## src/rtl/pdc_pkg.sv

```systemverilog
// pdc_pkg: shared types and codes for the page descriptor codec
// holds opcodes, block kinds, descriptor types, cache kinds and the result struct
// no dependencies
package pdc_pkg;

  localparam logic OP_ENCODE = 1'b0;
  localparam logic OP_DECODE = 1'b1;

  localparam logic [1:0] LEVEL_FIRST = 2'd1;

  // block kinds
  localparam logic [2:0] KIND_INVALID  = 3'd0;
  localparam logic [2:0] KIND_BLOCK    = 3'd1;
  localparam logic [2:0] KIND_TABLE    = 3'd2;
  localparam logic [2:0] KIND_HIDDEN   = 3'd3;
  localparam logic [2:0] KIND_PHYSICAL = 3'd4;

  // descriptor types
  localparam logic [2:0] TYPE_PTABLE  = 3'd0;
  localparam logic [2:0] TYPE_SECTION = 3'd1;
  localparam logic [2:0] TYPE_SUPER   = 3'd2;
  localparam logic [2:0] TYPE_LARGE   = 3'd3;
  localparam logic [2:0] TYPE_SMALL   = 3'd4;
  localparam logic [2:0] TYPE_INVALID = 3'd5;

  // cache kinds
  localparam logic [1:0] CACHE_NC      = 2'd0;
  localparam logic [1:0] CACHE_WB      = 2'd1;
  localparam logic [1:0] CACHE_UNKNOWN = 2'd2;

  // permission bit positions
  localparam int P_PR = 0;
  localparam int P_PW = 1;
  localparam int P_PX = 2;
  localparam int P_UR = 3;
  localparam int P_UW = 4;
  localparam int P_UX = 5;

  localparam logic [31:0] DESC_HIDDEN   = 32'h0000_0004;
  localparam logic [31:0] DESC_PHYSICAL = 32'h0000_0008;

  typedef struct packed {
    logic        opcode;
    logic [1:0]  level;
    logic [31:0] descriptor;
    logic [31:0] phys_addr;
    logic [5:0]  perms;
    logic [2:0]  block_kind;
    logic        is_global;
    logic        is_secure;
    logic [1:0]  cache_kind;
  } item_t;

  typedef struct packed {
    logic [31:0] descriptor;
    logic [31:0] phys_addr;
    logic [5:0]  perms;
    logic [2:0]  kind;
    logic        global_flag;
    logic        secure_flag;
    logic [1:0]  cache;
    logic [2:0]  type_code;
    logic        attr_error;
  } result_t;

endpackage

```

## src/rtl/page_descriptor_codec_top.sv

```systemverilog
// page_descriptor_codec_top: ARMv7 short-format descriptor encoder and decoder
// input register, one pass of packing logic, result register
// depends on pdc_pkg
//
// usage:
//   the input channel (in_valid/in_ready) takes one item per cycle while
//   in_ready is high: opcode 0 encodes level, block kind, permissions, flags
//   and cache kind into a descriptor word, opcode 1 decodes a descriptor into
//   type, aligned address and attributes. every item gives exactly one result
//   on the output channel (out_valid/out_ready), in order.
//   an accepted item goes to the input register, its result to the result
//   register that drives out_valid; throughput is one item per cycle while
//   out_ready is high, set by the single pass from input to result register.
//   the config channel (cfg_valid/cfg_ready/cfg_data) writes pxn_enable; it is
//   always ready and should be written only while the block is idle.
//   reset clears both pipeline valids and pxn_enable.
//   when the receiver stalls the result register holds and the input register
//   keeps accepting until it too is full; nothing is dropped.
module page_descriptor_codec_top (
  input  logic        clk,
  input  logic        rst,
  input  logic        cfg_valid,
  output logic        cfg_ready,
  input  logic        cfg_data,
  input  logic        in_valid,
  output logic        in_ready,
  input  logic        opcode,
  input  logic [1:0]  level,
  input  logic [31:0] descriptor,
  input  logic [31:0] phys_addr,
  input  logic [5:0]  perms,
  input  logic [2:0]  block_kind,
  input  logic        is_global,
  input  logic        is_secure,
  input  logic [1:0]  cache_kind,
  output logic        out_valid,
  input  logic        out_ready,
  output logic [31:0] out_descriptor,
  output logic [31:0] out_phys_addr,
  output logic [5:0]  out_perms,
  output logic [2:0]  out_kind,
  output logic        out_global,
  output logic        out_secure,
  output logic [1:0]  out_cache,
  output logic [2:0]  out_type,
  output logic        attr_error
);

  logic              pxn_enable;
  logic              stage_valid;
  pdc_pkg::item_t    stage;
  logic              res_valid;
  pdc_pkg::result_t  res;
  pdc_pkg::result_t  res_next;
  logic              res_advance;

  assign cfg_ready   = 1'b1;
  assign res_advance = !res_valid || out_ready;
  assign in_ready    = !stage_valid || res_advance;

  always_ff @(posedge clk) begin
    if (rst) begin
      pxn_enable <= 1'b0;
    end else if (cfg_valid) begin
      pxn_enable <= cfg_data;
    end
  end

  always_ff @(posedge clk) begin
    if (rst) begin
      stage_valid <= 1'b0;
      res_valid   <= 1'b0;
    end else begin
      if (in_ready) begin
        stage_valid <= in_valid;
      end
      if (res_advance) begin
        res_valid <= stage_valid;
      end
    end
  end

  always_ff @(posedge clk) begin
    if (in_ready && in_valid) begin
      stage.opcode     <= opcode;
      stage.level      <= level;
      stage.descriptor <= descriptor;
      stage.phys_addr  <= phys_addr;
      stage.perms      <= perms;
      stage.block_kind <= block_kind;
      stage.is_global  <= is_global;
      stage.is_secure  <= is_secure;
      stage.cache_kind <= cache_kind;
    end
    if (res_advance && stage_valid) begin
      res <= res_next;
    end
  end

  always_comb begin
    logic        first;
    logic [5:0]  a;
    logic [31:0] d;
    logic [31:0] enc;
    logic [2:0]  t;
    logic [2:0]  texcb;
    logic [31:0] mask;

    first    = (stage.level == pdc_pkg::LEVEL_FIRST);
    res_next = '0;
    d        = stage.descriptor;
    enc      = '0;
    t        = pdc_pkg::TYPE_INVALID;
    texcb    = '0;
    mask     = '0;

    // permission widening, order matters
    a = stage.perms;
    if (a[pdc_pkg::P_PX] || a[pdc_pkg::P_PW]) a[pdc_pkg::P_PR] = 1'b1;
    if (a[pdc_pkg::P_UX] || a[pdc_pkg::P_UW]) a[pdc_pkg::P_UR] = 1'b1;
    if (a[pdc_pkg::P_UR]) a[pdc_pkg::P_PR] = 1'b1;
    if (a[pdc_pkg::P_UW]) a[pdc_pkg::P_PW] = 1'b1;

    if (stage.opcode == pdc_pkg::OP_ENCODE) begin
      case (stage.block_kind)
        pdc_pkg::KIND_HIDDEN: begin
          enc = pdc_pkg::DESC_HIDDEN;
        end
        pdc_pkg::KIND_PHYSICAL: begin
          enc = pdc_pkg::DESC_PHYSICAL;
        end
        pdc_pkg::KIND_TABLE: begin
          if (first) begin
            enc    = stage.phys_addr;
            enc[0] = 1'b1;
            enc[3] = enc[3] | !stage.is_secure;
          end
        end
        pdc_pkg::KIND_BLOCK: begin
          if (stage.cache_kind > pdc_pkg::CACHE_WB) begin
            res_next.attr_error = 1'b1;
          end else begin
            if (first) begin
              enc[1]  = 1'b1;
              enc[16] = 1'b1;
              enc[4]  = !(a[pdc_pkg::P_PX] || a[pdc_pkg::P_UX]);
              enc[0]  = pxn_enable && !a[pdc_pkg::P_PX];
              enc[11] = a[pdc_pkg::P_UR];
              enc[15] = !a[pdc_pkg::P_PW];
              enc[10] = a[pdc_pkg::P_UR] || a[pdc_pkg::P_PR];
              enc[17] = !stage.is_global;
              enc[19] = !stage.is_secure;
            end else begin
              enc[1]  = 1'b1;
              enc[10] = 1'b1;
              enc[0]  = !(a[pdc_pkg::P_PX] || a[pdc_pkg::P_UX]);
              enc[5]  = a[pdc_pkg::P_UR];
              enc[9]  = !a[pdc_pkg::P_PW];
              enc[4]  = a[pdc_pkg::P_UR] || a[pdc_pkg::P_PR];
              enc[11] = !stage.is_global;
            end
            enc[2] = stage.cache_kind[0];
            enc    = enc | stage.phys_addr;
          end
        end
        default: begin
          enc = '0;
        end
      endcase
      res_next.descriptor = enc;
    end else begin
      // classify the descriptor
      if (d[1:0] == 2'b01) begin
        t = first ? pdc_pkg::TYPE_PTABLE : pdc_pkg::TYPE_LARGE;
      end else if (d[1]) begin
        if (!first) t = pdc_pkg::TYPE_SMALL;
        else        t = d[18] ? pdc_pkg::TYPE_SUPER : pdc_pkg::TYPE_SECTION;
      end

      case (t)
        pdc_pkg::TYPE_PTABLE:  mask = 32'hFFFF_FC00;
        pdc_pkg::TYPE_SECTION: mask = 32'hFFF0_0000;
        pdc_pkg::TYPE_SUPER:   mask = 32'hFF00_0000;
        pdc_pkg::TYPE_LARGE:   mask = 32'hFFFF_0000;
        pdc_pkg::TYPE_SMALL:   mask = 32'hFFFF_F000;
        default:               mask = 32'hFFFF_FFF0;
      endcase
      res_next.phys_addr = d & mask;
      res_next.type_code = t;

      if (t == pdc_pkg::TYPE_SECTION) begin
        res_next.perms[pdc_pkg::P_PR] = d[10];
        res_next.perms[pdc_pkg::P_UR] = d[10];
        res_next.perms[pdc_pkg::P_PX] = d[10] && !d[4] && !d[0];
        res_next.perms[pdc_pkg::P_UX] = d[10] && !d[4];
        res_next.perms[pdc_pkg::P_PW] = !d[15];
        res_next.perms[pdc_pkg::P_UW] = !d[15];
        res_next.kind        = pdc_pkg::KIND_BLOCK;
        res_next.global_flag = !d[17];
        res_next.secure_flag = !d[19];
        texcb = d[14:12] | {1'b0, d[3:2]};
      end else if (t == pdc_pkg::TYPE_SMALL) begin
        res_next.perms[pdc_pkg::P_PR] = d[4];
        res_next.perms[pdc_pkg::P_UR] = d[4];
        res_next.perms[pdc_pkg::P_PX] = d[4] && !d[0];
        res_next.perms[pdc_pkg::P_UX] = d[4] && !d[0];
        res_next.perms[pdc_pkg::P_PW] = !d[9];
        res_next.perms[pdc_pkg::P_UW] = !d[9];
        res_next.kind        = pdc_pkg::KIND_BLOCK;
        res_next.global_flag = !d[11];
        texcb = d[8:6] | {1'b0, d[3:2]};
      end else if (t == pdc_pkg::TYPE_INVALID) begin
        if (d[2])      res_next.kind = pdc_pkg::KIND_HIDDEN;
        else if (d[3]) res_next.kind = pdc_pkg::KIND_PHYSICAL;
      end

      // tex and cb are ored as written, not concatenated
      if (t == pdc_pkg::TYPE_SECTION || t == pdc_pkg::TYPE_SMALL) begin
        if (texcb == 3'd1)      res_next.cache = pdc_pkg::CACHE_WB;
        else if (texcb == 3'd0) res_next.cache = pdc_pkg::CACHE_NC;
        else                    res_next.cache = pdc_pkg::CACHE_UNKNOWN;
      end
    end
  end

  assign out_valid      = res_valid;
  assign out_descriptor = res.descriptor;
  assign out_phys_addr  = res.phys_addr;
  assign out_perms      = res.perms;
  assign out_kind       = res.kind;
  assign out_global     = res.global_flag;
  assign out_secure     = res.secure_flag;
  assign out_cache      = res.cache;
  assign out_type       = res.type_code;
  assign attr_error     = res.attr_error;

endmodule
```

## config.mk

```make
export PLATFORM = sky130hd
export DESIGN_NAME = page_descriptor_codec_top
export DESIGN_NICKNAME = d
export VERILOG_FILES = /design/src/rtl/pdc_pkg.sv /design/src/rtl/page_descriptor_codec_top.sv
export SDC_FILE = /design/constraint.sdc
export NUM_CORES = 1
export LEC_CHECK = 0
export BUFFER_PORTS_ARGS = -buffer_cell sky130_fd_sc_hd__buf_2
export CAP_MARGIN = 0
export CORE_UTILIZATION = 51
export DETAILED_ROUTE_END_ITERATION = 12
export PLACE_DENSITY_LB_ADDON = 0.12
export SLEW_MARGIN = 15
export SYNTH_ARGS = -nofsm -noshare
export SYNTH_HDL_FRONTEND = slang
export SYNTH_SLANG_ARGS = --single-unit
```

## constraint.sdc

```tcl
create_clock -name clk -period 6.4 [get_ports clk]
set_input_delay 1.28 -clock clk [delete_from_list [all_inputs] [get_ports clk]]
set_output_delay 1.28 -clock clk [all_outputs]
set_load 0.005 [all_outputs]
```

Yosys cells after proc, flatten, opt, wreduce, memory -nomap -nowiden
Index checks and enable logic that the tools add are counted.
W data, S select, Z words.
{"block": "totals", "register_bits": 164, "input_bits": 86, "output_inout_bits": 84, "word_cells": 137}
{"block": "op_classes", "n_lt_le_gt_ge": 1, "eq_ne": 12, "n_mux": 56, "bitwise": 9, "reduce_logical": 35}
{"operator": "$pmux W32 S4", "count": 1}
{"operator": "$pmux W24 S5", "count": 1}
{"operator": "$mux W32", "count": 3}
{"operator": "$mux W3", "count": 15}
{"operator": "$and A32 B32 Y32", "count": 1}
{"operator": "$or A20 B32 Y32", "count": 1}
{"operator": "$mux W1", "count": 24}
{"operator": "$mux W2", "count": 10}
{"operator": "$logic_not A1 Y1", "count": 14}
{"operator": "$eq A3 B2 Y1 const B", "count": 4}
{"operator": "$mux W10", "count": 1}
{"operator": "$eq A3 B1 Y1 const B", "count": 3}
{"operator": "$eq A3 B3 Y1 const B", "count": 3}
{"operator": "$logic_or A1 B1 Y1", "count": 7}
{"operator": "$logic_and A1 B1 Y1", "count": 6}
{"operator": "$logic_not A3 Y1", "count": 2}
{"operator": "$mux W6", "count": 1}
{"operator": "$or A3 B2 Y3", "count": 2}
{"operator": "$reduce_or A5 Y1", "count": 1}
{"operator": "$eq A2 B1 Y1 const B", "count": 2}
{"operator": "$not A1 Y1", "count": 4}
{"operator": "$reduce_and A2 Y1", "count": 2}
{"operator": "$reduce_or A4 Y1", "count": 1}
{"operator": "$reduce_or A3 Y1", "count": 1}
{"operator": "other kinds (3)", "count": 3}

Depth between registers and ports, before layout
Gate-level depths: netlist of the first run.
{"block": "logic_depth", "depth_word": 12, "ltp_mapped": 6, "mapped_depth_nobuf": 4}

Least setup slack after synthesis of the first run
OpenSTA, ideal clock, no wires.
{"block": "synth_path", "kind": "input to register", "startpoint": "input port out_ready", "endpoint": "register res, in the netlist attr_error (enable)", "setup_ps": 518, "arrival_time_ps": 4689, "required_time_ps": 5882, "path_slack_ps": 1193, "path_stages": 2, "path_buffers": 0, "path_cell_list": "nor2b_1 -> nor2b_1"}
{"block": "synth_via", "elab_chain_cells": 2}
{"item": "start, declared", "line_no": "page_descriptor_codec_top.sv:37", "text": "input logic out_ready,"}
{"item": "$logic_or A1 B1 Y1", "line_no": "page_descriptor_codec_top.sv:58", "text": "assign res_advance = !res_valid || out_ready;"}
{"item": "$logic_and A1 B1 Y1", "line_no": "page_descriptor_codec_top.sv:95", "text": "if (res_advance && stage_valid) begin"}
{"item": "end signal, assigned", "line_no": "page_descriptor_codec_top.sv:96", "text": "res <= res_next;"}
{"item": "end, declared", "line_no": "page_descriptor_codec_top.sv:53", "text": "pdc_pkg::result_t res;"}
Every way passes these cells.
A chain may end at the register's enable or synchronous reset.

Worst setup path in the final report of the first run
{"block": "layout_path", "startpoint": "input port out_ready", "endpoint": "output port in_ready"}
{"block": "layout_via", "elab_chain_cells": 2}
{"item": "$logic_or A1 B1 Y1", "line_no": "page_descriptor_codec_top.sv:58"}
{"item": "$logic_or A1 B1 Y1", "line_no": "page_descriptor_codec_top.sv:59", "text": "assign in_ready = !stage_valid || res_advance;"}
{"item": "end, declared", "line_no": "page_descriptor_codec_top.sv:26", "text": "output logic in_ready,"}
Every way passes these cells.

==> run metrics, run 1 <==
outcome finished clean; Worst slew margin 0.3082; Setup CP Type input pin to output pin; gr usage total 0.1851; initial antenna violation count 0; post-CTS setup buffers 0; worst hold path class flip-flop to flip-flop; mux cell area share after synthesis 0.003652; Mapped Avg Cell Area 17.44 um2; CTS sink count roughly 160; antenna viol nets, final 0; clock root buffer master clkbuf_16; die area 11850 um2; Initial Util 0.5303; top cell type's share of synthesized area 0.7991; Peak Freq approximately 310 MHz; cell area after layout approximately 7300 um2; Worst EP required 5.12 ns; Max FO, Critical Path 4; skew final about 0.0062 ns; RSZ-0062 raised after global routing false; sequential share of the synthesized area 0.8095; Leak Pwr 2.823 nW; area occupied by multi-input gates 1016 um2; Synth Area in Compound Gates 0.03179; placed instance area roughly 6700 um2; DRC viols 0; Area Overhead vs Synth 24.81%; adder-cell share of the synthesized area 0; io pins 170; simple-gate portion of the synthesized area 0.1340; chip height 108.9 um; pin count of the biggest net entering global routing around 80; main combinational cell family by area after synthesis simple AND/OR/NAND/NOR gates; Max Cap Violations 0; Post-synth EDFFs around 160; Synth Flop Type edfxtp_1; Syn Inst Count 334; CTS resizes 0; WL per Instance between 15 and 20 um; WP data arrival between 1.5 and 2 ns; CTS tree yes; GPL Wtd Cong roughly 0.73; Max VDD drop approximately 0.00015 V; Die Span X 108.9 um; YS warnings 0; FP Rows 38; DP HPWL 6949 um; commonest cells in the netlist 155 x edfxtp_1, 30 x nor2_1, 20 x and2_1; drt total wl roughly 10000 um; WHS 0.5223 ns; total gr overflow 0; core box area ~11000 um2; # fillers 814; Pins Over Slew Limit 0; Avg Vias per Cell around 5.0; Power per Cell Area between 300 and 400 nW/um2; mapped cell area a little under 6000 um2; Setup TNS 0 ns; final setup violation count 0; first-pass GRT wire length 15650 um; Worst-Skew Late Latency slightly above 0.4 ns; min cycle time layout ~3.2 ns; Final #Nets 592; Synth async-reset ratio 0; drt first pass iters 4; Final period util 0.5022; initial drt markers 188; Synth area leaders edfxtp_1 80%, and2_4 2.9%, and2_1 2.1%, nor2_1 1.9%, and3_1 1.3%; # H-tree levels 4; port bufs roughly 160; CP Launch Type input pin; post-synth top area cell edfxtp_1; Distinct cells, synth 44; total CTS buffers 17; CTS Hold Bufs 0; FF/Latch Area 4715 um2; Slew @ Worst Pin roughly 1.0 ns; clk slew on worst S/H paths approximately 0.060 ns; most frequent cell after synthesis edfxtp_1; Fin. Hold Viols 0; Vias between 3000 and 4000; vias in the first global route ~3200; XOR/XNOR Fraction of Synth Area 0; Util after Layout 0.6619; layout cell share with drive strength beyond 1 0.4305; Worst setup EP type output pin; ANT cells 0; Clock Path Buffers 2; Synth Register Bits around 160
-- worst paths after layout --
| kind | from | to | slack (ns) | depth (start not counted) |
|---|---|---|---|---|
| worst max-delay path | out_ready | in_ready | 3.19 | 4 |
| worst min-delay path | stage[50]$_DFFE_PP_ | out_phys_addr[5]$_SDFFCE_PN0P_ | 0.52 | 1 |
| worst max register to register | stage[78]$_DFFE_PP_ | out_phys_addr[20]$_SDFFCE_PN0P_ | 4.30 | 3 |
| worst min register to register | stage[50]$_DFFE_PP_ | out_phys_addr[5]$_SDFFCE_PN0P_ | 0.52 | 1 |
-- worst max-delay path, stage by stage --
cell     delay [ns]
buf_2          0.10
nor2b_1        0.29
nand2_1        0.12
buf_2          0.14
-- stage by stage --
step / cells / total power [mW] / setup slack (ns)
final: 658 / 2.240 / 3.186
after global routing: 658 / 2.315 / 3.098
after CTS: 658 / 2.259 / 3.176
after detailed placement: 627 / 1.364 / 3.172
after global placement: 627 / 1.358 / 3.221
after floorplan: 337 / 1.299 / 1.193
-- sequential cells by signal, summed over array words and instances (netlist names) --
name / flops
out_kind: 3
attr_error: 1
out_type: 3
stage: 80
pxn_enable: 1
out_descriptor: 32
out_phys_addr: 28
out_global: 1
out_cache: 2
stage_valid: 1
out_valid: 1
out_secure: 1
out_perms: 4
-- cell families after synthesis --
kind of cell | count (synthesis)
AOI/OAI and AO/OA | 29
DFF | 158
buffers and inverters | 16
muxes | 2
and+or+nand+nor | 127
other | 2
-- power by group --
| group | switching, mW | internal (mW) | total, mW |
|---|---|---|---|
| clock | 0.373 | 0.527 | 0.900 |
| sequential | 0.0240 | 1.20 | 1.23 |
| combinational | 0.0613 | 0.0532 | 0.115 |
| total | 0.459 | 1.78 | 2.24 |
-- area by class of cell --
type                       instances  share of cell area
sequential                       158              0.6485
multi-input combinational        163              0.1398
timing repair buffer             165              0.1139
clock buffer                      19             0.05955
tap                              140             0.02410
clock inverter                    12             0.01360
inverter                           1           0.0005164
-- cell usage in the layout, fill, tap and decap left out, types with 2 or more instances in the layout --
master,instances
o21ai_0,3
clkbuf_1,2
nand2_1,10
nand2b_1,3
o21a_1,3
clkinv_1,2
clkbuf_16,17
and2_4,20
a21oi_1,12
nor3b_1,2
buf_2,164
dfxtp_1,3
conb_1,5
and2_1,19
clkinv_2,3
a31oi_1,3
a22o_2,2
and3_1,12
nor4b_1,2
clkinvlp_4,5
nor2_1,30
or3_1,3
nor2b_1,4
edfxtp_1,155
nor3_1,5
nand3b_1,4
nand3_1,3
-- per-layer routing --
layer / up-vias / track usage / share of wire
met1: 1532 / 0.2410 / 0.43
li1: 1585 / - / -
met3: 18 / 0.05499 / 0.072
met5: - / 0 / 0
met4: 0 / 0.09073 / 0.021
met2: 144 / 0.2844 / 0.48
(Power assumes the default switching activity.)
==> run 2: changes to the inputs <==
clock period = 3 ns   (was 6.4 ns; I/O delays follow)
==> run metrics, run 2 (synthesized netlist as in run 1, its figures left out) <==
drt total wl 10370 um (-0.14%); hold path depth 1 (unchanged); min cycle time layout a little under 2 ns; vias in the first global route 3128 (-0.76%); core box area 10980 um2 (unchanged); Worst Hold Path EP stage[76]$_DFFE_PP_; DP HPWL 7088 um (+2.0%); FF/Latch Area 4715 um2 (unchanged); max incr delay on CP 0.34 ns (+0.05 ns); area occupied by multi-input gates 1016 um2 (unchanged); Avg Vias per Cell 4.908 (-1.5%); Die Span X 108.9 um (unchanged); # fillers 811 (-0.37%); Final period util 0.6446; GPL Wtd Cong 0.7487 (+2.8%); pin count of the biggest net entering global routing 76 (-6.2%); Final #Nets 596 (+0.68%); WL per Instance 15.67 um (-0.75%); hold wc startpoint descriptor[31]; flip-flop count of the largest register after layout 80 (unchanged); Worst R2R Start stage[78]$_DFFE_PP_; Max Cap Violations 0 (unchanged); clk slew on worst S/H paths 0.06 ns (about the same); skew final 0.008047 ns (+0.001805 ns); commonest non-fill, non-tap cell in the layout buf_2; die area 11850 um2 (unchanged); outcome finished clean; Slew @ Worst Pin 0.5354 ns (-0.5023 ns); CTS resizes 0 (unchanged); Worst EP required 2.40 ns (-2.72 ns); Worst slew margin 0.6423 (+0.3342); CTS sink count 158 (unchanged); post-CTS setup buffers 0 (unchanged); Max FO, Critical Path 4 (unchanged); WP data arrival 1.33 ns (-0.60 ns); Clock Path Buffers 2 (unchanged); Peak Freq 517.1 MHz; first-pass GRT wire length 15460 um (-1.2%); metal2 WL 5038 um (+1.4%); reg2reg path depth 5 (+2); layout cell share with drive strength beyond 1 0.4368 (+0.006280); ANT cells 0 (unchanged); antenna viol nets, final 0 (unchanged); total gr overflow 0 (unchanged); DRC viols 0 (unchanged); io pins 170 (unchanged); Worst setup EP type output pin; FP Rows 38 (unchanged); Crit path max-delay family simple AND/OR/NAND/NOR gates; total CTS buffers 17 (unchanged); gr usage total 0.1842 (-0.0008881); CTS tree yes; worst hold path class input pin to flip-flop; DR top layer met4; # H-tree levels 4 (unchanged); Initial Util 0.5303 (unchanged); Top reg by flops stage; Critical path buffers and inverters 1 (-1); Post-Route M1 WL 4497 um (+0.92%); initial drt markers 154 (-18%); Setup TNS 0 ns (unchanged); leading cell types in the layout, fill and taps excluded 164 x buf_2, 155 x edfxtp_1, 30 x nor2_1; Worst-Skew Late Latency 0.41 ns (about the same); final setup violation count 0 (unchanged); chip height 108.9 um (unchanged); initial antenna violation count 0 (unchanged); CTS Hold Bufs 0 (unchanged); WHS 0.3599 ns (-0.1624 ns); port bufs 164 (unchanged); Worst R2R Setup Slack 1.13 ns (-3.17 ns); reg2reg end out_perms[2]$_SDFFCE_PN0P_; Leak Pwr 2.876 nW (+1.9%); RSZ-0062 raised after global routing false; Pins Over Slew Limit 0 (unchanged); clock root buffer master clkbuf_16; CP Launch Type flip-flop; Power per Cell Area 672.9 nW/um2 (+120%); Fin. Hold Viols 0 (unchanged); cell area after layout 7373 um2 (+1.4%); Area Overhead vs Synth 26.60%; Max VDD drop 0.0003627 V (+130%); Setup CP Type flip-flop to output pin; slowest CP cell nor2b_1; Vias 3249 (-0.91%); drt first pass iters 4 (unchanged); placed instance area 6793 um2 (+0.82%); DR WL met3 698 um (-6.1%); CP Cell Sequence nor2b_1, nand2_1, buf_2
## run 2: cell types whose count changed in the layout (fill, tap and decap cells not counted), sizes merged
| cell | before | now |
|---|---|---|
| buf | 165 | 169 |
| clkbuf | 19 | 20 |
| clkinv | 6 | 4 |
| bufinv | 1 | 3 |
| clkinvlp | 5 | 4 |
## run 2: power by group
group | internal [mW] | leakage, nW | switching [mW]
Combinational | 0.121 | 1.11 | 0.136
Clock | 1.30 | 0.272 | 0.798
Sequential | 2.56 | 1.49 | 0.0469
Total | 3.98 | 2.88 | 0.981
## run 2: worst max-delay path by stage
stage,startpoint,cells after the start,endpoint
6_report,out_valid$_SDFFE_PP0P_,3,in_ready
5_1_grt,out_valid$_SDFFE_PP0P_,3,in_ready
4_1_cts,out_valid$_SDFFE_PP0P_,3,in_ready
3_5_place_dp,out_ready,5,stage[72]$_DFFE_PP_
3_3_place_gp,out_ready,5,stage[73]$_DFFE_PP_
2_1_floorplan,out_ready,3,stage[0]$_DFFE_PP_
## run 2: final cells by class
class / count / share of cell area
Sequential cell: 158 / 0.6394
Timing Repair Buffer: 169 / 0.1198
Multi-Input combinational cell: 163 / 0.1378
Clock inverter: 11 / 0.01951
Clock buffer: 20 / 0.05922
Tap cell: 140 / 0.02376
Inverter: 1 / 0.0005091
## run 2: stage by stage
step	util	std cells	setup slack (ns)	total power, mW
after floorplan	-	337	0.7673	2.765
after global routing	0.6713	662	0.9391	5.120
after CTS	0.6713	662	1.056	5.007
after detailed placement	0.6185	631	1.042	2.914
after global placement	0.6185	631	1.080	2.905
final	0.6713	662	1.066	4.962
## run 2: per-layer routing
layer | global-route usage | vias up
met2 | 0.2844 | 127
met5 | 0 | -
li1 | - | 1591
met1 | 0.2369 | 1520
met4 | 0.08687 | 0
met3 | 0.05918 | 11
==> run 3: changes to the inputs <==
clock period = 2.05 ns   (was 3 ns; I/O delays follow)
==> run metrics, run 3 (synthesized netlist as in run 1, its figures left out) <==
gr usage total 0.1915 (+0.007316); Worst EP required 2.08 ns (-0.32 ns); worst hold path class input pin to flip-flop; Util after Layout 0.6727 (+0.001367); DP HPWL 7175 um (+1.2%); slowest CP cell and2_4; Setup TNS 0 ns (unchanged); CTS sink count 158 (unchanged); Peak Freq approximately 540 MHz; vias in the first global route 3194 (+2.1%); outcome finished clean; Worst setup EP type flip-flop; combinational fraction of design power 0.052 (about the same); leading cell types in the layout, fill and taps excluded 164 x buf_2, 155 x edfxtp_1, 30 x nor2_1; cell area after layout 7388 um2 (+0.20%); Setup CP Type flip-flop to flip-flop; total CTS buffers 17 (unchanged); Worst slew margin 0.3015 (-0.3409); Max FO, Critical Path 80 (+76); Clock Path Buffers 2 (unchanged); first-pass GRT wire length 16180 um (+4.7%); total gr overflow 0 (unchanged); WHS 0.1670 ns (-0.1929 ns); P_int 5.831 mW (+46%); port bufs 164 (unchanged); io pins 170 (unchanged); FP Rows 38 (unchanged); die area 11850 um2 (unchanged); Final #Nets 599 (+0.50%); CP Cell Sequence nor2b_1, nand2_1, and2_4; Power per Cell Area 987.2 nW/um2 (+47%); Max VDD drop 0.0005333 V (+47%); DRC viols 0 (unchanged); drt total wl 10630 um (+2.4%); Initial Util 0.5303 (unchanged); Avg Vias per Cell 4.957 (+0.99%); Leak Pwr 2.894 nW (+0.62%); Top reg by flops stage; layout cell share with drive strength beyond 1 0.4411 (+0.004283); drt first pass iters 4 (unchanged); Area Overhead vs Synth 26.85%; Slew @ Worst Pin 1.048 ns (+0.5124 ns); CTS tree yes; core box area 10980 um2 (unchanged); placed instance area 6803 um2 (+0.15%); clock root buffer master clkbuf_16; min cycle time layout between 1.5 and 2 ns; pin count of the biggest net entering global routing 81 (+6.6%); Vias 3306 (+1.8%); Die Span X 108.9 um (unchanged); CP Launch Type flip-flop; clk slew on worst S/H paths 0.06 ns (about the same); initial antenna violation count 0 (unchanged); commonest non-fill, non-tap cell in the layout buf_2; RSZ-0062 raised after global routing false; Pins Over Slew Limit 0 (unchanged); Final period util 0.9004; antenna viol nets, final 0 (unchanged); post-CTS setup buffers 0 (unchanged); Tot Pwr 7.293 mW (+47%); skew final 0.008239 ns (+0.0001928 ns); sequential power share 0.524 (-0.002); Psw 1.463 mW (+49%); clock share of power 0.425 (+0.002); Worst-Skew Late Latency 0.42 ns (about the same); initial drt markers 148 (-3.9%); chip height 108.9 um (unchanged); Fin. Hold Viols 0 (unchanged); switching share of power 0.2005 (+0.002888); CTS resizes 0 (unchanged); WP data arrival 1.88 ns (+0.55 ns); WL per Instance 15.93 um (+1.7%); max incr delay on CP 0.85 ns (+0.51 ns); GPL Wtd Cong 0.7508 (+0.28%); CTS Hold Bufs 0 (unchanged); Max Cap Violations 0 (unchanged); # fillers 788 (-2.8%); final setup violation count 0 (unchanged); # H-tree levels 4 (unchanged); flip-flop count of the largest register after layout 80 (unchanged)
[run 3: cell type report]
class                   count  area [um2]  share of cell area
flip-flops and latches    158        4715              0.6381
multi-input cells         163        1016              0.1375
repair buffers            172       893.4              0.1209
clock buffers              20       436.7             0.05910
well taps                 140       175.2             0.02371
clock inverters            12       146.4             0.01981
inverters                   1       3.754           0.0005080
diodes                      1       2.502           0.0003387
[run 3: worst max-delay path: cells and delay by family, from the launching register on]
kind | cells | cell delay (ns)
simple gates | 3 | 1.13
flops | 1 | 0.31
[run 3: path summary, 6_finish.rpt]
check                                             from                               to  slack [ns]  depth (start not counted)
worst max-delay path            out_valid$_SDFFE_PP0P_              stage[54]$_DFFE_PP_        0.20                          3
worst min-delay path                    descriptor[22]              stage[67]$_DFFE_PP_        0.17                          1
worst max register to register  out_valid$_SDFFE_PP0P_              stage[54]$_DFFE_PP_        0.20                          3
worst min register to register     stage[74]$_DFFE_PP_  out_phys_addr[29]$_SDFFCE_PN0P_        0.52                          1
[run 3: metrics by stage]
| stage | worst slack, ns | cells |
|---|---|---|
| after floorplan | 0.007271 | 337 |
| final | 0.2041 | 667 |
| after global routing | 0.06214 | 666 |
| after detailed placement | 0.08691 | 634 |
| after CTS | 0.1720 | 666 |
| after global placement | 0.1475 | 634 |
[run 3: power by group through the flow]
stage | Sequential [mW] | Clock (mW) | Combinational, mW
after floorplan | 3.88 | 0 | 0.169
after global placement | 3.88 | 0 | 0.370
after detailed placement | 3.89 | 0 | 0.383
after CTS | 3.82 | 3.15 | 0.384
after global routing | 3.84 | 3.27 | 0.420
final | 3.82 | 3.10 | 0.377
[run 3: layer usage]
metal	GRT usage	routed length [um]	vias to the layer above
met5	0	0	-
met4	0.08977	206	0
met3	0.06874	823	16
met2	0.2960	5046	136
met1	0.2414	4551	1557
li1	-	-	1597
